--- config.mk ---
export PLATFORM = sky130hd
export DESIGN_NAME = twcam_ram
export DESIGN_NICKNAME = d
export VERILOG_FILES = /design/src/twcam_ram.sv
export SDC_FILE = /design/constraint.sdc
export NUM_CORES = 1
export LEC_CHECK = 0
export ABC_AREA = 1
export BUFFER_PORTS_ARGS = -buffer_cell sky130_fd_sc_hd__buf_2
export CORE_ASPECT_RATIO = 1.75
export CORE_UTILIZATION = 55
export CTS_BUF_LIST = sky130_fd_sc_hd__clkbuf_2 sky130_fd_sc_hd__clkbuf_4 sky130_fd_sc_hd__clkbuf_8
export DETAILED_ROUTE_END_ITERATION = 12
export PLACE_DENSITY = 0.68
export SLEW_MARGIN = 0
export SYNTH_ARGS = -nofsm -noshare
export SYNTH_HDL_FRONTEND = slang
export SYNTH_SLANG_ARGS = --single-unit
export TNS_END_PERCENT = 5
--- constraint.sdc ---
create_clock -name clk -period 1.8 [get_ports clk]
set_input_delay 0.45 -clock clk [delete_from_list [all_inputs] [get_ports clk]]
set_output_delay 0.45 -clock clk [all_outputs]
set_load 0.03 [all_outputs]
--- src/twcam_ram.sv ---
// Generic single-write, single-read RAM with registered read data.
`default_nettype none

module twcam_ram #(
    parameter int WIDTH = 8,
    parameter int DEPTH = 16
) (
    input  wire logic                     clk,
    input  wire logic                     we,
    input  wire logic [$clog2(DEPTH)-1:0] wr_addr,
    input  wire logic [WIDTH-1:0]         wr_data,
    input  wire logic [$clog2(DEPTH)-1:0] rd_addr,
    output logic      [WIDTH-1:0]         rd_data
);

    logic [WIDTH-1:0] mem [DEPTH];

    // Write and register the read word
    always_ff @(posedge clk)
    begin
        if (we)
        begin
            mem[wr_addr] <= wr_data;
        end
        rd_data <= mem[rd_addr];
    end

endmodule

`default_nettype wire

==> impl_metrics.yaml <==
clocking:
  ctsHtreeMaxLevel: 4
  post_cts_buffers: 0
  cts_tree: "yes"
  cts-root-buf: "clkbuf_8"
  ctsHoldBuffers: 0
  cts_resized: 0
  cts.sinks: 136
  clk_pin_slew_ns: 0.08
  insertion_delay_ns: 0.45
  clockBufferDepth: 2
  cts_buffers: 17
die:
  num_rows: 49
  fp.dieH_um: 137.5
  die_w_um: 79.41
  coreArea_um2: 10240
  start_util: 0.5632
  io-pin-count: 26
  dieArea_um2: 10910
route:
  ant_nets: 0
  dr.pass1.iters: 5
  drcViolationCount: 0
  drt_iter0_markers: 311
  vias_per_cell: 5.291
  drt-wirelength-per-cell_um: 16.91
  wirelength_um: 12520
  vias: 3915
setup_path:
  crit_buf_inv: 1
  reg2reg_from: "mem[7][4]$_DFFE_PP_"
  cp_max_fo: 1
  crit_family: "flip-flops"
  worst_path_max_delay_cell: "dfxtp_1"
  worstSetupPathType: "reg2out"
  cp_cell_sequence: "buf_2"
  worst_setup_path_end_kind: "output pin"
  r2r-end: "rd_data[4]$_DFF_P_"
  start_kind: "flop"
  critPathRequiredTime_ns: 1.35
  r2r_slack_ns: 0.83
  cp.depth: 1
  crit_end: "rd_data[4]"
  crit_arrival_ns: 1.05
  crit_start: "rd_data[4]$_DFF_P_"
  rr_worst_depth: 6
  cpPeakStageDelay_ns: 0.39
layout:
  area_growth_pct: 14.02
  final_cell_mix: "nand2_1 (173), edfxtp_1 (128), inv_1 (100), nand3_1 (97), buf_4 (26)"
  antenna_cells: 0
  final_common_cell: "nand2_1"
  fin_cells: 740
  final_cell_area_um2: 6575
  nets: 618
  final_util: 0.6422
  drive_above_1_share: 0.1436
status:
  outcome: "finished, final reports clean"
timing:
  fmax_mhz: 667.4
  finClkSkew_ns: 0.01322
  rsz0062_at_grt: "no"
  timing.final.crit_share: 0.8324
  whs_ns: 0.3676
  hold_viol: 0
  maxSlewViolCount: 0
  period_needed_ns: 1.498
  fin_setup_tns_ns: 0
  relSlewSlack: 0.7463
  tightest_slew_ns: 0.3806
  fin_ws_ns: 0.3017
  setup_violations: 0
logic_synthesis:
  synth_area_leaders: "edfxtp_1 (67%), nand2_1 (11%), nand3_1 (8.4%)"
  yosysWarnings: 0
  synth_top_area_share: 0.6665
  synthCells: 551
  synth_cell_types: 12
  yosysSeqAreaShare: 0.6943
  synth_nets: 569
  synth-seq-cells: 136
  synth.cell_area_um2: 5767
  postSynthAreaPerCell_um2: 10.47
  yosysTopAreaCell: "edfxtp_1"
place:
  port_buffers: 25
  dp_slack_ns: 0.2333
  dp.cells: 708
  placed_area_um2: 6140
  dp_hpwl_um: 8152
  place.gp.congestion: 0.8671
pwr:
  irDropWorstVdd_v: 0.0007004
  power_density_nw_per_um2: 1026
  p_leak_nw: 2.904
  total_power_mw: 6.745
global_routing:
  grt_max_degree: 50
  antenna_found_initial: 0
  grt_pass1_wl_um: 19340
  grtUsageTotal: 0.2535
  first_global_vias: 3718
  grt_overflow: 0
worst_hold_path:
  hold_class: "in2reg"
job:
  maxCapViolations: 0
-- flip-flops by register name (all words and copies together) (netlist names) --
name and flops:
rd_data 8, mem 128
-- worst min path at each step --
stage	startpoint	cells past startpoint	to	slack (ns)
2_1_floorplan	wr_data[0]	0	mem[0][0]$_DFFE_PP_	0.55
3_3_place_gp	mem[12][5]$_DFFE_PP_	6	rd_data[5]$_DFF_P_	0.65
3_5_place_dp	mem[2][3]$_DFFE_PP_	6	rd_data[3]$_DFF_P_	0.66
4_1_cts	rd_addr[3]	3	rd_data[0]$_DFF_P_	0.35
5_1_grt	rd_addr[3]	3	rd_data[4]$_DFF_P_	0.35
6_report	rd_addr[3]	3	rd_data[0]$_DFF_P_	0.37
-- power by group --
part | leakage (nW) | internal, mW | total, mW | switching [mW]
combinational | 1.46 | 0.140 | 0.467 | 0.327
clock | 0.224 | 1.52 | 2.72 | 1.20
sequential | 1.22 | 3.54 | 3.56 | 0.0238
total | 2.90 | 5.19 | 6.75 | 1.55
-- cell usage after synthesis --
cell and n:
buf_4 4, dfxtp_1 8, nand3b_1 2, inv_2 2
buf_2 13, edfxtp_1 128, nand2_1 173, buf_6 6
nand3_1 97, inv_1 100, nor2_1 17, buf_1 1
-- metal layers --
metal / global-route usage / share of wire
met1: 0.2988 / 0.38
met2: 0.4248 / 0.53
met3: 0.05563 / 0.058
met4: 0.1444 / 0.036
met5: 0 / 0
-- final cells by class --
cell class	count	area [um2]
timing repair buffer	54	380.4
inverter	102	382.9
clock inverter	15	201.4
sequential	136	4004
fill	780	3664
multi-input combinational	289	1214
clock buffer	17	234.0
tap	127	158.9
-- cells by family after synthesis --
logic type | count (synthesis) | synth area share
AND/OR/NAND/NOR | 289 | 0.2105
flip-flops | 136 | 0.6943
buffers and inverters | 126 | 0.09525
Power figures use the tool's default switching activity.
